[config.mk]
export PLATFORM = sky130hd
export DESIGN_NAME = eecr_ctrl_flat
export DESIGN_NICKNAME = d
export VERILOG_FILES = /design/src/rtl/eecr_pkg.sv /design/src/rtl/eecr_intf.sv /design/src/rtl/eecr_ctrl.sv /design/src/flat_wrapper.sv
export SDC_FILE = /design/constraint.sdc
export NUM_CORES = 1
export LEC_CHECK = 0
export ABC_CLOCK_PERIOD_IN_PS = 4100
export BUFFER_PORTS_ARGS = -buffer_cell sky130_fd_sc_hd__buf_2
export CORE_ASPECT_RATIO = 0.8
export CORE_MARGIN = 5
export CORE_UTILIZATION = 50
export CTS_BUF_LIST = sky130_fd_sc_hd__clkbuf_2
export DETAILED_ROUTE_END_ITERATION = 8
export GPL_TIMING_DRIVEN = 0
export PLACE_DENSITY = 0.75
export SETUP_SLACK_MARGIN = 0.05
export SYNTH_ARGS = -nofsm -noshare
export SYNTH_HDL_FRONTEND = slang
export SYNTH_SLANG_ARGS = --single-unit
[constraint.sdc]
create_clock -name clk_i -period 4.1 [get_ports clk_i]
set_input_delay 0.615 -clock clk_i [delete_from_list [all_inputs] [get_ports clk_i]]
set_output_delay 0.615 -clock clk_i [all_outputs]
set_load 0.02 [all_outputs]
[src/rtl/eecr_pkg.sv]
// Shared types and constants of the EEPROM register block.
// No dependencies.
package eecr_pkg;

  localparam int unsigned FUNC_W   = 2;
  localparam int unsigned SEL_W    = 2;
  localparam int unsigned WDATA_W  = 16;
  localparam int unsigned RDATA_W  = 10;
  localparam int unsigned BYTE_W   = 8;
  localparam int unsigned WINDOW_W = 3;
  localparam int unsigned COUNT_W  = 16;

  typedef logic [FUNC_W-1:0]   func_t;
  typedef logic [SEL_W-1:0]    sel_t;
  typedef logic [WDATA_W-1:0]  wdata_t;
  typedef logic [RDATA_W-1:0]  rdata_t;
  typedef logic [BYTE_W-1:0]   byte_t;
  typedef logic [WINDOW_W-1:0] window_t;
  typedef logic [COUNT_W-1:0]  count_t;

  localparam func_t FN_TICK  = 2'd0;
  localparam func_t FN_WRITE = 2'd1;
  localparam func_t FN_READ  = 2'd2;

  localparam sel_t REG_ADDR = 2'd0;
  localparam sel_t REG_DATA = 2'd1;
  localparam sel_t REG_CTRL = 2'd2;

  localparam int unsigned CTL_READ_BIT   = 0;
  localparam int unsigned CTL_WRITE_BIT  = 1;
  localparam int unsigned CTL_MASTER_BIT = 2;

  localparam count_t WTIME_RESET = 16'd8448;
  localparam byte_t  ERASED      = 8'hFF;

endpackage

[src/rtl/eecr_intf.sv]
// Channel interfaces of the EEPROM register block: request, response, config.
// Depends on eecr_pkg.
interface eecr_req_if;
  logic              valid;
  logic              ready;
  eecr_pkg::func_t   func;
  eecr_pkg::sel_t    reg_sel;
  eecr_pkg::wdata_t  wdata;

  modport source (output valid, func, reg_sel, wdata, input ready);
  modport sink   (input valid, func, reg_sel, wdata, output ready);
endinterface

interface eecr_rsp_if;
  logic              valid;
  logic              ready;
  eecr_pkg::rdata_t  rdata;
  logic              write_busy;

  modport source (output valid, rdata, write_busy, input ready);
  modport sink   (input valid, rdata, write_busy, output ready);
endinterface

interface eecr_cfg_if;
  logic              valid;
  logic              ready;
  eecr_pkg::count_t  data;

  modport source (output valid, data, input ready);
  modport sink   (input valid, data, output ready);
endinterface

[src/rtl/eecr_ctrl.sv]
// Register file, write timer, erase sweep and response register.
// Depends on eecr_pkg and eecr_intf; drives the ports of eecr_mem.
module eecr_ctrl #(
  parameter int unsigned ADDR_BITS     = 10,
  parameter int unsigned ENABLE_WINDOW = 4
) (
  input  logic                 clk_i,
  input  logic                 rst_ni,
  eecr_req_if.sink             req_i,
  eecr_rsp_if.source           rsp_o,
  eecr_cfg_if.sink             cfg_i,
  output logic                 mem_we_o,
  output logic [ADDR_BITS-1:0] mem_waddr_o,
  output eecr_pkg::byte_t      mem_wdata_o,
  output logic [ADDR_BITS-1:0] mem_raddr_o,
  input  eecr_pkg::byte_t      mem_rdata_i
);

  typedef enum logic [1:0] {
    ST_CLEAR,
    ST_RUN,
    ST_LOAD
  } state_e;

  state_e                  state_q, state_d;
  logic [ADDR_BITS-1:0]    clr_q, clr_d;
  logic [ADDR_BITS-1:0]    addr_q, addr_d;
  eecr_pkg::byte_t         data_q, data_d;
  eecr_pkg::window_t       win_q, win_d;
  eecr_pkg::count_t        busy_q, busy_d;
  eecr_pkg::count_t        wtime_q, wtime_d;
  logic                    rsp_valid_q, rsp_valid_d;
  eecr_pkg::rdata_t        rdata_q, rdata_d;
  logic                    wbusy_q, wbusy_d;

  logic req_acc;
  logic busy;
  logic win_open;

  assign busy     = (busy_q != '0);
  assign win_open = (win_q != '0);
  assign req_acc  = req_i.valid && req_i.ready;

  assign req_i.ready      = (state_q == ST_RUN) && (!rsp_valid_q || rsp_o.ready);
  assign cfg_i.ready      = 1'b1;
  assign rsp_o.valid      = rsp_valid_q;
  assign rsp_o.rdata      = rdata_q;
  assign rsp_o.write_busy = wbusy_q;
  assign mem_raddr_o      = addr_q;

  always_comb begin
    state_d     = state_q;
    clr_d       = clr_q;
    addr_d      = addr_q;
    data_d      = data_q;
    win_d       = win_q;
    busy_d      = busy_q;
    wtime_d     = wtime_q;
    rsp_valid_d = rsp_valid_q;
    rdata_d     = rdata_q;
    wbusy_d     = wbusy_q;
    mem_we_o    = 1'b0;
    mem_waddr_o = addr_q;
    mem_wdata_o = data_q;

    if (cfg_i.valid) begin
      wtime_d = cfg_i.data;
    end
    if (rsp_valid_q && rsp_o.ready) begin
      rsp_valid_d = 1'b0;
    end

    unique case (state_q)
      ST_CLEAR: begin
        mem_we_o    = 1'b1;
        mem_waddr_o = clr_q;
        mem_wdata_o = eecr_pkg::ERASED;
        clr_d       = clr_q + 1'b1;
        if (&clr_q) begin
          state_d = ST_RUN;
        end
      end
      ST_LOAD: begin
        data_d  = mem_rdata_i;
        state_d = ST_RUN;
      end
      ST_RUN: begin
        if (req_acc) begin
          rdata_d = '0;
          case (req_i.func)
            eecr_pkg::FN_TICK: begin
              if (win_open) begin
                win_d = win_q - 1'b1;
              end
              if (busy) begin
                busy_d = busy_q - 1'b1;
                if (busy_q == eecr_pkg::count_t'(1)) begin
                  mem_we_o = 1'b1;
                end
              end
            end
            eecr_pkg::FN_WRITE: begin
              case (req_i.reg_sel)
                eecr_pkg::REG_ADDR: begin
                  if (!busy) begin
                    addr_d = req_i.wdata[ADDR_BITS-1:0];
                  end
                end
                eecr_pkg::REG_DATA: begin
                  if (!busy) begin
                    data_d = req_i.wdata[eecr_pkg::BYTE_W-1:0];
                  end
                end
                eecr_pkg::REG_CTRL: begin
                  if (req_i.wdata[eecr_pkg::CTL_READ_BIT] && !busy) begin
                    state_d = ST_LOAD;
                  end
                  if (req_i.wdata[eecr_pkg::CTL_WRITE_BIT] && !busy && win_open) begin
                    busy_d = (wtime_q == '0) ? eecr_pkg::count_t'(1) : wtime_q;
                  end
                  if (req_i.wdata[eecr_pkg::CTL_MASTER_BIT]) begin
                    win_d = eecr_pkg::window_t'(ENABLE_WINDOW);
                  end
                end
                default: begin
                end
              endcase
            end
            eecr_pkg::FN_READ: begin
              case (req_i.reg_sel)
                eecr_pkg::REG_ADDR: rdata_d = eecr_pkg::rdata_t'(addr_q);
                eecr_pkg::REG_DATA: rdata_d = eecr_pkg::rdata_t'(data_q);
                eecr_pkg::REG_CTRL: begin
                  rdata_d[eecr_pkg::CTL_MASTER_BIT] = win_open;
                  rdata_d[eecr_pkg::CTL_WRITE_BIT]  = busy;
                end
                default: rdata_d = '0;
              endcase
            end
            default: begin
            end
          endcase
          rsp_valid_d = 1'b1;
          wbusy_d     = (busy_d != '0);
        end
      end
      default: state_d = ST_RUN;
    endcase
  end

  always_ff @(posedge clk_i or negedge rst_ni) begin
    if (!rst_ni) begin
      state_q     <= ST_CLEAR;
      clr_q       <= '0;
      addr_q      <= '0;
      data_q      <= '0;
      win_q       <= '0;
      busy_q      <= '0;
      wtime_q     <= eecr_pkg::WTIME_RESET;
      rsp_valid_q <= 1'b0;
      rdata_q     <= '0;
      wbusy_q     <= 1'b0;
    end else begin
      state_q     <= state_d;
      clr_q       <= clr_d;
      addr_q      <= addr_d;
      data_q      <= data_d;
      win_q       <= win_d;
      busy_q      <= busy_d;
      wtime_q     <= wtime_d;
      rsp_valid_q <= rsp_valid_d;
      rdata_q     <= rdata_d;
      wbusy_q     <= wbusy_d;
    end
  end

endmodule

[src/flat_wrapper.sv]
// flat-port wrapper written by rule: the top's interface ports become plain ports
module eecr_ctrl_flat 
#(
  parameter int unsigned ADDR_BITS     = 10,
  parameter int unsigned ENABLE_WINDOW = 4
)
  (clk_i, rst_ni, mem_we_o, mem_waddr_o, mem_wdata_o, mem_raddr_o, mem_rdata_i, req_i_valid, req_i_func, req_i_reg_sel, req_i_wdata, req_i_ready, rsp_o_valid, rsp_o_rdata, rsp_o_write_busy, rsp_o_ready, cfg_i_valid, cfg_i_data, cfg_i_ready);
  eecr_req_if req_i_i ();
  eecr_rsp_if rsp_o_i ();
  eecr_cfg_if cfg_i_i ();
  input  logic clk_i;
  input  logic rst_ni;
  output logic mem_we_o;
  output logic [ADDR_BITS-1:0] mem_waddr_o;
  output eecr_pkg::byte_t mem_wdata_o;
  output logic [ADDR_BITS-1:0] mem_raddr_o;
  input  eecr_pkg::byte_t mem_rdata_i;
  input wire logic [$bits(req_i_i.valid)-1:0] req_i_valid;
  input wire logic [$bits(req_i_i.func)-1:0] req_i_func;
  input wire logic [$bits(req_i_i.reg_sel)-1:0] req_i_reg_sel;
  input wire logic [$bits(req_i_i.wdata)-1:0] req_i_wdata;
  output wire logic [$bits(req_i_i.ready)-1:0] req_i_ready;
  output wire logic [$bits(rsp_o_i.valid)-1:0] rsp_o_valid;
  output wire logic [$bits(rsp_o_i.rdata)-1:0] rsp_o_rdata;
  output wire logic [$bits(rsp_o_i.write_busy)-1:0] rsp_o_write_busy;
  input wire logic [$bits(rsp_o_i.ready)-1:0] rsp_o_ready;
  input wire logic [$bits(cfg_i_i.valid)-1:0] cfg_i_valid;
  input wire logic [$bits(cfg_i_i.data)-1:0] cfg_i_data;
  output wire logic [$bits(cfg_i_i.ready)-1:0] cfg_i_ready;
  assign req_i_i.valid = req_i_valid;
  assign req_i_i.func = req_i_func;
  assign req_i_i.reg_sel = req_i_reg_sel;
  assign req_i_i.wdata = req_i_wdata;
  assign req_i_ready = req_i_i.ready;
  assign rsp_o_valid = rsp_o_i.valid;
  assign rsp_o_rdata = rsp_o_i.rdata;
  assign rsp_o_write_busy = rsp_o_i.write_busy;
  assign rsp_o_i.ready = rsp_o_ready;
  assign cfg_i_i.valid = cfg_i_valid;
  assign cfg_i_i.data = cfg_i_data;
  assign cfg_i_ready = cfg_i_i.ready;
  eecr_ctrl #(.ADDR_BITS(ADDR_BITS), .ENABLE_WINDOW(ENABLE_WINDOW)) u_core (.clk_i(clk_i), .rst_ni(rst_ni), .req_i(req_i_i), .rsp_o(rsp_o_i), .cfg_i(cfg_i_i), .mem_we_o(mem_we_o), .mem_waddr_o(mem_waddr_o), .mem_wdata_o(mem_wdata_o), .mem_raddr_o(mem_raddr_o), .mem_rdata_i(mem_rdata_i));
endmodule
; ---- After elaboration in Yosys (flattened, before gate mapping)
; Cells that the tools add are included.
[word_totals]
out_inout_bits = 43
inputBits = 49
reg_bits = 77
[classes]
bitwise = 1
muxes = 36
eq_ne = 17
addsub = 3
n_reduce_logical = 24
[ops]
columns = operator, count
row1 = $mux W16, 6
row2 = $mux W8, 5
row3 = $pmux W16 S2, 1
row4 = $reduce_bool A16 Y1, 2
row5 = $mux W10, 2
row6 = $eq A16 B1 Y1 const B, 1
row7 = $logic_not A16 Y1, 1
row8 = $pmux W8 S2, 1
row9 = $sub A16 B1 Y16 const B, 1
row10 = $reduce_and A5 Y1, 3
row11 = $pmux W7 S2, 1
row12 = $ne A2 B2 Y1 const B, 6
row13 = $add A10 B1 Y10 const B, 1
row14 = $mux W2, 5
row15 = $reduce_and A10 Y1, 1
row16 = $mux W3, 3
row17 = $ne A2 B1 Y1 const B, 4
row18 = $mux W1, 7
row19 = $eq A2 B1 Y1 const B, 3
row20 = $eq A2 B2 Y1 const B, 3
row21 = $logic_and A1 B1 Y1, 6
row22 = $logic_not A2 Y1, 3
row23 = $pmux W2 S3, 1
row24 = $pmux W3 S2, 1
row25 = other kinds (10), 13

; ---- Longest topological paths before layout
; Gate-level depths: netlist (run 1).
[logic_depth]
word_depth = 10
ltp_mapped = 11

; ---- Least setup slack after synthesis (run 1)
; OpenSTA, ideal clock, no wires.
[synth_path]
kind = register -> register
startpoint = reg u_core.busy_q[4]
endpoint = reg u_core.wbusy_q (netlist: u_core.rsp_o.write_busy)
t_required_ns = 3.968
arrival_time_ns = 2.804
setup_slack_ns = 1.164
stages_incl_launch_ff = 9
period_less_slack_ns = 2.936
n_path_buf = 1
path_cell_list = dfrtp_1 -> or4_4 -> or4_1 -> or4_1 -> buf_2 -> o211a_1 -> a2111oi_2 -> and4_1 -> a31oi_1
[synth_between]
elab_chain_len = 10
[synth_lines]
columns = item, line
row1 = start: declaration, eecr_ctrl.sv:30  ; eecr_pkg::count_t busy_q, busy_d;
row2 = start signal: assignment, eecr_ctrl.sv:169  ; busy_q <= busy_d;
row3 = "parallel branches: the longest is 6 deep, another holds $sub A16 B1 Y16", -
row4 = $pmux W16 S2 *, eecr_ctrl.sv:90  ; case (req_i.func)
row5 = $mux W16 *, eecr_ctrl.sv:88  ; if (req_acc) begin
row6 = $mux W16 *, eecr_ctrl.sv:73  ; unique case (state_q)
row7 = $reduce_bool A16 Y1 *, eecr_ctrl.sv:144  ; wbusy_d = (busy_d != '0);
row8 = end signal: assignment, eecr_ctrl.sv:173  ; wbusy_q <= wbusy_d;
row9 = end: declaration, eecr_ctrl.sv:34  ; logic wbusy_q, wbusy_d;
; Mark *: on every way between the ends. The select of a mux whose other input is x is not followed.
; A chain may end at the register's enable or synchronous reset.

; ---- Final worst setup path (run 1)
[layout_path]
startpoint = reg u_core.busy_q[4]
endpoint = out mem_we_o
[layout_between]
elab_chain_len = 6
[layout_lines]
columns = item, line
row1 = $eq A16 B1 Y1, eecr_ctrl.sv:97  ; if (busy_q == eecr_pkg::count_t'(1)) begin
row2 = $mux W1, eecr_ctrl.sv:97
row3 = $mux W1 *, eecr_ctrl.sv:95  ; if (busy) begin
row4 = $mux W1 *, eecr_ctrl.sv:90
row5 = $mux W1 *, eecr_ctrl.sv:88
row6 = $pmux W1 S2 *, eecr_ctrl.sv:73
row7 = end: declaration, flat_wrapper.sv:13  ; output logic mem_we_o;
; Every way passes the cells marked *; elsewhere a longest branch is shown, timed or not.

==> metrics.md, run 1 <==
| Metric | Value |
|---|---|
| Area delta synth->final | `18.0%` |
| Crit-path slowest cell | `or4_4` |
| First-pass GRT wire length | `around 18000 um` |
| Worst-margin pin slew | `between 700 and 800 ps` |
| Status | `finished, final reports clean` |
| WL/cell | `18.6 um` |
| Syn. warnings | `0` |
| Pin count of the biggest net entering global routing | `50` |
| Dpl cell area | `4680 sq um` |
| VDD IR-drop max | `roughly 0.19 mV` |
| CTS Root Cell | `clkbuf_2` |
| WP data required | `~3500 ps` |
| Synthesized area per cell | `~10 sq um` |
| Multi-input gate area | `2050 sq um` |
| Core Rows | `29` |
| Pwr/cell area | `between 400 and 500 nW/um^2` |
| Crit-path max FO | `10` |
| Clock Skew | `approximately 23 ps` |
| I/O Pins | `92` |
| Yosys cell types | `between 50 and 60` |
| Ys flop type | `dfrtp_1` |
| Setup TNS | `0 ps` |
| Fin crit period | `approximately 3700 ps` |
| Via-to-Cell Ratio | `5.85` |
| EDFF count, synth | `0` |
| Hold Fails Final Rpt | `0` |
| Clock Latency Late Sink | `~550 ps` |
| Maximum clock insertion buffer count | `2` |
| Initial antenna violation count | `0` |
| Global routing met3 resource utilization | `under 10%` |
| Post-route design area | `about 4800 sq um` |
| Max_cap viols | `0` |
| TritonCTS Buffers | `9` |
| CTS tree | `yes` |
| Final Slew Violations | `0` |
| Die ar. | `slightly above 10000 sq um` |
| Met1 GRT Util | `32.7%` |
| Synthesized area | `4100 sq um` |
| Sequential share of the synthesized area | `47.1%` |
| Global Route Usage Sum | `between 20% and 30%` |
| Leakage | `around 2.4 nW` |
| Worst Setup Path Type | `reg2out` |
| GPL Wtd Cong | `approximately 0.94` |
| Most crowded layer after global routing | `met2` |
| Core area | `~7900 sq um` |
| Worst-path cell chain | `or4_4 > or4_1 > buf_2 > nor3_1 > nand4_1 > a21oi_1 > buf_2` |
| Worst path arrival time | `between 3000 and 4000 ps` |
| Synth Register Bits | `77` |
| Total power | `about 0.0021 W` |
| Detail Route Antenna Nets | `0` |
| Max Fclk | `around 0.27 GHz` |
| Num Clock Sinks | `77` |
| Final core occ | `60.8%` |
| Crit-path most repeated cell | `buf_2` |
| Hpwl dp | `8550 um` |
| Routed wire length | `between 10000 and 15000 um` |
| Diodes inserted | `0` |
| Fillers | `669` |
| Die width | `between 100 and 150 um` |
| Reg clk slew, reported paths | `240 ps` |
| Die Y | `about 90 um` |
| Global routing met2 resource utilization | `33.5%` |
| Async S/R FF share, synth | `100%` |
| Initial Utilization | `between 50 and 60%` |
| Worst Setup End Kind | `output pin` |
| Share of cells above drive strength 1 | `between 20% and 30%` |
| Min-delay worst type | `in2reg` |
| Tcrit/Tclk final | `89.5%` |
| CP Launch Type | `register` |
| DRC Markers | `0` |
| RSZ-0062 raised after global routing | `no` |
| Cells after Synth | `403` |
| I/O Buffers | `between 80 and 90` |
| Relative slew slack | `approximately 47%` |
| Vias | `~3.6k` |
| CP peak stage delay | `570 ps` |
| Mapped Nets | `458` |
| Post-CTS setup buffers | `0` |
| Drt pass-1 iters | `5` |
| Register Area | `about 1900 sq um` |
| DR iter-0 viols | `around 290` |
| CTS H-tree depth | `3` |
| GR Overflow Total | `0` |
| Number of global-route vias before repair | `roughly 3.5k` |
| Final setup vio count | `0` |
| Nets | `approximately 550` |
## sequential cells by signal (all words and copies together) (netlist names)
register and flops:
u_core.busy_q 16, u_core.rsp_o.write_busy 1, u_core.clr_q 10, u_core.mem_raddr_o 10
u_core.rsp_o.valid 1, u_core.state_q 2, u_core.win_q 3, u_core.data_q 8
u_core.rsp_o.rdata 10, u_core.wtime_q 16
## where the power goes
part / leakage, nW / switching, W / internal (W) / total, W
Sequential: 0.980 / 0.000130 / 0.000865 / 0.000996
Clock: 0.0846 / 0.000295 / 0.000212 / 0.000507
Combinational: 1.30 / 0.000351 / 0.000244 / 0.000595
## cells in the final DEF, fill, tap and decap left out, drive strengths merged, types with 2 or more instances in the layout
cell    netlist  layout
a211o         3       3
nor3         12      12
nor2         33      33
nand2        38      38
a22oi         2       2
nand2b        6       6
or4           6       6
inv          10      12
a21oi        16      16
a21o          2       2
mux2         38      38
a22o          4       4
ha            6       6
nand3        14      14
a221o         2       2
o21a          3       3
a31oi         5       5
dfrtp        75      75
or2          11      11
buf           7      91
and3          4       4
nand4         6       6
dfstp         2       2
xor2          4       4
o211ai        2       2
bufinv        0       2
nor3b         3       3
nor4          7       7
mux2i        19      19
xnor2         6       6
nor2b         4       4
clkbuf       10      20
o21ai        28      28
## cell families (layout without fill, tap and decap cells)
group / after synthesis / count (layout) / share of synthesized area (%)
flip-flops: 77 / 77 / 47.1
AO/OA/AOI/OAI: 76 / 76 / 12.1
other: 1 / 1 / 0.0916
multiplexers: 57 / 57 / 15.1
XOR/XNOR: 10 / 10 / 2.14
AND/OR/NAND/NOR: 149 / 149 / 18.9
adder cells (fa/ha/maj): 6 / 6 / 1.83
buffers and inverters: 27 / 128 / 2.75
## repair_timing
item / CTS / global route
endpoints found under the hold margin: 27 / 0
gates resized for setup: 0 / 0
hold buffers: 1 / 0
## cells in the mapped netlist, types with 3 or more instances
| master | n | area, sq um |
|---|---|---|
| or4_1 | 5 | 37.5 |
| xnor2_1 | 6 | 52.6 |
| o21a_1 | 3 | 22.5 |
| o21ai_0 | 19 | 95.1 |
| a31oi_1 | 5 | 31.3 |
| and3_1 | 4 | 25.0 |
| clkbuf_1 | 10 | 37.5 |
| nand3_1 | 14 | 70.1 |
| nand2_1 | 38 | 143 |
| mux2_1 | 10 | 113 |
| a22o_1 | 4 | 35.0 |
| inv_1 | 10 | 37.5 |
| nor3b_1 | 3 | 22.5 |
| mux2i_1 | 19 | 190 |
| nor3_1 | 11 | 55.1 |
| nor4_1 | 6 | 37.5 |
| dfrtp_1 | 75 | 1880 |
| or2_2 | 10 | 62.6 |
| nor2_1 | 32 | 120 |
| nand4_1 | 6 | 37.5 |
| ha_1 | 6 | 75.1 |
| a211o_1 | 3 | 26.3 |
| mux2_2 | 28 | 315 |
| xor2_1 | 4 | 35.0 |
| nand2b_1 | 6 | 37.5 |
| a21oi_1 | 16 | 80.1 |
| o21ai_1 | 9 | 45.0 |
| nor2b_1 | 4 | 25.0 |
| buf_2 | 3 | 15.0 |
## worst max-delay path, delay by kind of cell (launching register included)
family,cells,cell delay [ps]
AND/OR/NAND/NOR,4,1470
AO/OA/AOI/OAI,1,160
buffers and inverters,2,410
flip-flops,1,490
## through the flow
stage | worst slack, ps | hold WS [ps] | std cells
after global placement | 817 | 463 | 594
after floorplan | 1160 | 319 | 403
after global routing | 271 | 187 | 612
after detailed placement | 812 | 467 | 595
after CTS | 418 | 213 | 612
final | 429 | 254 | 612
## final cells by class
class,count,share of cell area [%]
buffer,17,1.55
clock buffer,10,1.04
clock inverter,6,1.99
inverter,10,0.777
multi-input combinational,299,42.5
sequential,77,39.9
tap,108,2.80
timing repair buffer,85,9.43
## path summary, 6_finish.rpt
path / startpoint / to / slack (ps) / cells past startpoint
setup / recovery: u_core.busy_q[4]$_DFFE_PN0P_ / mem_we_o / 430 / 7
hold / removal: req_i_wdata[8] / u_core.mem_raddr_o[8]$_DFFE_PN0P_ / 250 / 2
setup reg to reg: u_core.busy_q[4]$_DFFE_PN0P_ / u_core.rsp_o.write_busy$_DFFE_PN0P_ / 750 / 8
hold reg to reg: u_core.rsp_o.rdata[0]$_DFFE_PN0P_ / u_core.rsp_o.rdata[0]$_DFFE_PN0P_ / 510 / 2
max in group asynchronous: rst_ni / u_core.wtime_q[8]$_DFFE_PN1P_ / 2990 / 3
min in group asynchronous: rst_ni / u_core.wtime_q[10]$_DFFE_PN0P_ / 490 / 2
## per-layer routing
metal  vias to the layer above  wire, um
li1                       1646         -
met1                      1757      5150
met2                       164      5060
met3                        13      1040
met4                         0       112
met5                         -         0
(Power assumes the default switching activity.)
==> run 2, diff against run 1 <==
ABC_AREA = 1   (was not set)
GPL_TIMING_DRIVEN = not set   (was 0)
PLACE_DENSITY = 0.74   (was 0.75)
==> metrics.md, run 2 <==
| Metric | Value |
|---|---|
| Status | `finished, final reports clean` |
| Mapped Nets | `673 (+47%)` |
| Synth Register Bits | `77 (unchanged)` |
| Final Slew Violations | `0 (unchanged)` |
| Setup crit start | `u_core.state_q[1]$_DFFE_PN0P_` |
| Post-CTS Hold Buffers | `0 (-1)` |
| Async S/R FF share, synth | `100% (unchanged)` |
| R2R Path End | `u_core.rsp_o.write_busy$_DFFE_PN0P_` |
| Min-delay worst type | `in2async` |
| Final setup vio count | `0 (unchanged)` |
| Core area | `8920 sq um (+12%)` |
| Initial antenna violation count | `0 (unchanged)` |
| Fin crit period | `3070 ps (-604 ps)` |
| Detail Route Antenna Nets | `0 (unchanged)` |
| Crit-path slowest cell | `nand2_1` |
| Most frequent cells in the layout | `163 x nand2_1, 83 x buf_2, 80 x inv_1` |
| I/O Buffers | `84 (+1.2%)` |
| Worst Setup End Kind | `output pin` |
| Synth area leader | `dfrtp_1` |
| Synthesized area per cell | `7.31 sq um (-28%)` |
| Tcrit/Tclk final | `74.8% (-15 points)` |
| Register Area | `1930 sq um (unchanged)` |
| Worst-path cell chain | `nor2_1 > inv_2 > nor2_1 > nand2_1 > o21ai_0 > buf_2` |
| Die ar. | `11000 sq um (+9.2%)` |
| Yosys cell types | `34 (-39%)` |
| DR iter-0 viols | `382 (+34%)` |
| Hpwl dp | `9110 um (+6.5%)` |
| CP Launch Type | `register` |
| Top cells by count, synth | `163 x nand2_1, 80 x inv_1, 75 x dfrtp_1` |
| Leakage | `2.67 nW (+13%)` |
| Via-to-Cell Ratio | `5.35 (-8.5%)` |
| Routed wire length | `12200 um (+7.5%)` |
| WP data required | `3480 ps (about the same)` |
| Clock Skew | `34.6 ps (+11.6 ps)` |
| Sequential share of the synthesized area | `42.7% (-4.4 points)` |
| R2R Setup Slk | `1270 ps (+520 ps)` |
| TritonCTS Buffers | `9 (unchanged)` |
| Pin count of the biggest net entering global routing | `78 (+56%)` |
| Hold Fails Final Rpt | `0 (unchanged)` |
| Setup TNS | `0 ps (unchanged)` |
| VDD IR-drop max | `0.240 mV (+23%)` |
| Drt pass-1 iters | `6 (+1)` |
| Max_cap viols | `0 (unchanged)` |
| Ys flop type | `dfrtp_1` |
| Multi-input gate area | `2150 sq um (+4.7%)` |
| Worst-margin pin slew | `977 ps (+181 ps)` |
| Nets | `746 (+35%)` |
| Initial Utilization | `50.6% (-0.92 points)` |
| GR Overflow Total | `0 (unchanged)` |
| First-pass GRT wire length | `19900 um (+9.2%)` |
| Fillers | `841 (+26%)` |
| Pwr/cell area | `438 nW/um^2 (+0.93%)` |
| Share of cells above drive strength 1 | `18.7% (-11 points)` |
| Crit-path most repeated cell | `nor2_1` |
| Synth top area cells | `dfrtp_1 42%, nand2_1 14%, o21ai_0 7.1%, inv_1 6.7%, nand3_1 5.7%` |
| Yosys top cell area share | `41.6% (-4.3 points)` |
| Worst path arrival time | `2450 ps (-610 ps)` |
| CTS tree | `yes` |
| WL/cell | `15.1 um (-19%)` |
| Clock Latency Late Sink | `540 ps (about the same)` |
| Critical path destination | `mem_we_o` |
| Die Y | `95 um (+4.5%)` |
| Crit-path max FO | `21 (+11)` |
| PostCTS Resize Cnt | `0 (unchanged)` |
| Top-count cell post-synth | `nand2_1` |
| Global Route Usage Sum | `23.1% (+0.52 points)` |
| Number of global-route vias before repair | `3968 (+14%)` |
| Core Rows | `31 (+6.9%)` |
| CP peak stage delay | `500 ps (-70 ps)` |
| Largest regs | `u_core.busy_q x16, u_core.wtime_q x16` |
| Most common cell after layout, fill and taps aside | `nand2_1` |
| DRC Markers | `0 (unchanged)` |
| Syn. warnings | `0 (unchanged)` |
| Num Clock Sinks | `77 (unchanged)` |
| RSZ-0062 raised after global routing | `no` |
| Diodes inserted | `0 (unchanged)` |
| Total power | `0.00222 W (+6.0%)` |
| Cells after Synth | `618 (+53%)` |
| Synthesized area | `4520 sq um (+10%)` |
| Vias | `4339 (+21%)` |
| Reg clk slew, reported paths | `240 ps (about the same)` |
| Maximum clock insertion buffer count | `2 (unchanged)` |
| I/O Pins | `92 (unchanged)` |
| Die width | `116 um (+4.6%)` |
| Post-CTS setup buffers | `0 (unchanged)` |
| Worst r2r path cells | `13 (+5)` |
| EDFF count, synth | `0 (unchanged)` |
| Area delta synth->final | `12.4%` |
| CTS Root Cell | `clkbuf_2` |
| GPL Wtd Cong | `0.930 (-1.4%)` |
| R2r startpoint | `u_core.busy_q[0]$_DFFE_PN0P_` |
| Worst Setup Path Type | `reg2out` |
| Max Fclk | `0.326 GHz (+20%)` |
| CTS H-tree depth | `3 (unchanged)` |
| Relative slew slack | `34.9% (-12 points)` |
==> run 2: changes by cell type after synthesis, moves of 19 or more <==
| cell | previous run | this run |
|---|---|---|
| inv_1 | 10 | 80 |
| nand3_1 | 14 | 51 |
| nand2_1 | 38 | 163 |
| nor2_1 | 32 | 68 |
| o21ai_0 | 19 | 64 |
| mux2i_1 | 19 | 0 |
==> run 2: final cells by class <==
class	count	share of cell area, %
Timing Repair Buffer	87	8.78
Tap cell	115	2.84
Multi-Input combinational cell	433	42.4
Inverter	83	6.14
Clock buffer	9	0.888
Clock inverter	7	0.986
Sequential cell	77	38.0
==> run 2: metal layers <==
layer | vias up | global-route usage (%) | wire (um)
met5 | - | 0 | 0
met4 | 0 | 6.96 | 175
met3 | 22 | 5.70 | 996
met2 | 182 | 31.8 | 5130
met1 | 2001 | 35.5 | 5930
li1 | 2134 | - | -
==> run 2: cell families (layout without fill, tap and decap cells) <==
kind of cell	after synthesis	count (layout)	synth area share [%]
xor+xnor	9	9	1.75
simple gates	320	320	30.6
mux	10	10	2.49
buf+inv	108	186	9.67
compound gates	87	87	11.0
flops	77	77	42.7
fa+ha+maj	6	6	1.66
other cells	1	1	0.0830
==> run 2: worst min path at each step <==
stage	slack [ps]	start	to	cells past startpoint
final	170	rst_ni	u_core.wtime_q[5]$_DFFE_PN0P_	1
after global routing	190	rsp_o_ready	u_core.rsp_o.valid$_DFF_PN0_	2
after CTS	200	rst_ni	u_core.wtime_q[4]$_DFFE_PN0P_	1
after detailed placement	460	u_core.win_q[2]$_DFFE_PN0P_	u_core.win_q[2]$_DFFE_PN0P_	1
after global placement	460	u_core.rsp_o.rdata[1]$_DFFE_PN0P_	u_core.rsp_o.rdata[1]$_DFFE_PN0P_	2
after floorplan	320	rst_ni	u_core.busy_q[0]$_DFFE_PN0P_	0
==> run 2: stage by stage <==
stage | std cells | setup slack [ps] | instance area [sq um] | hold WS, ps | util (%)
floorplan | 618 | 1420 | 4520 | 319 | -
global placement | 795 | 1190 | 4980 | 462 | 55.8
detailed placement | 795 | 1190 | 4980 | 463 | 55.8
CTS | 811 | 967 | 5070 | 201 | 56.9
global route | 811 | 844 | 5070 | 193 | 56.9
finish | 811 | 1030 | 5070 | 170 | 56.9
==> run 2: worst max-delay path, delay by kind of cell (launching register included) <==
| kind | cells | cell delay (ps) |
|---|---|---|
| AO/OA/AOI/OAI | 1 | 320 |
| buffers and inverters | 2 | 360 |
| flip-flops | 1 | 440 |
| AND/OR/NAND/NOR | 3 | 830 |
==> run 2: power breakdown <==
group / switching, W / internal [W]
logic: 0.000565 / 0.000282
registers: 0.000136 / 0.000869
clock network: 0.000289 / 0.0000813
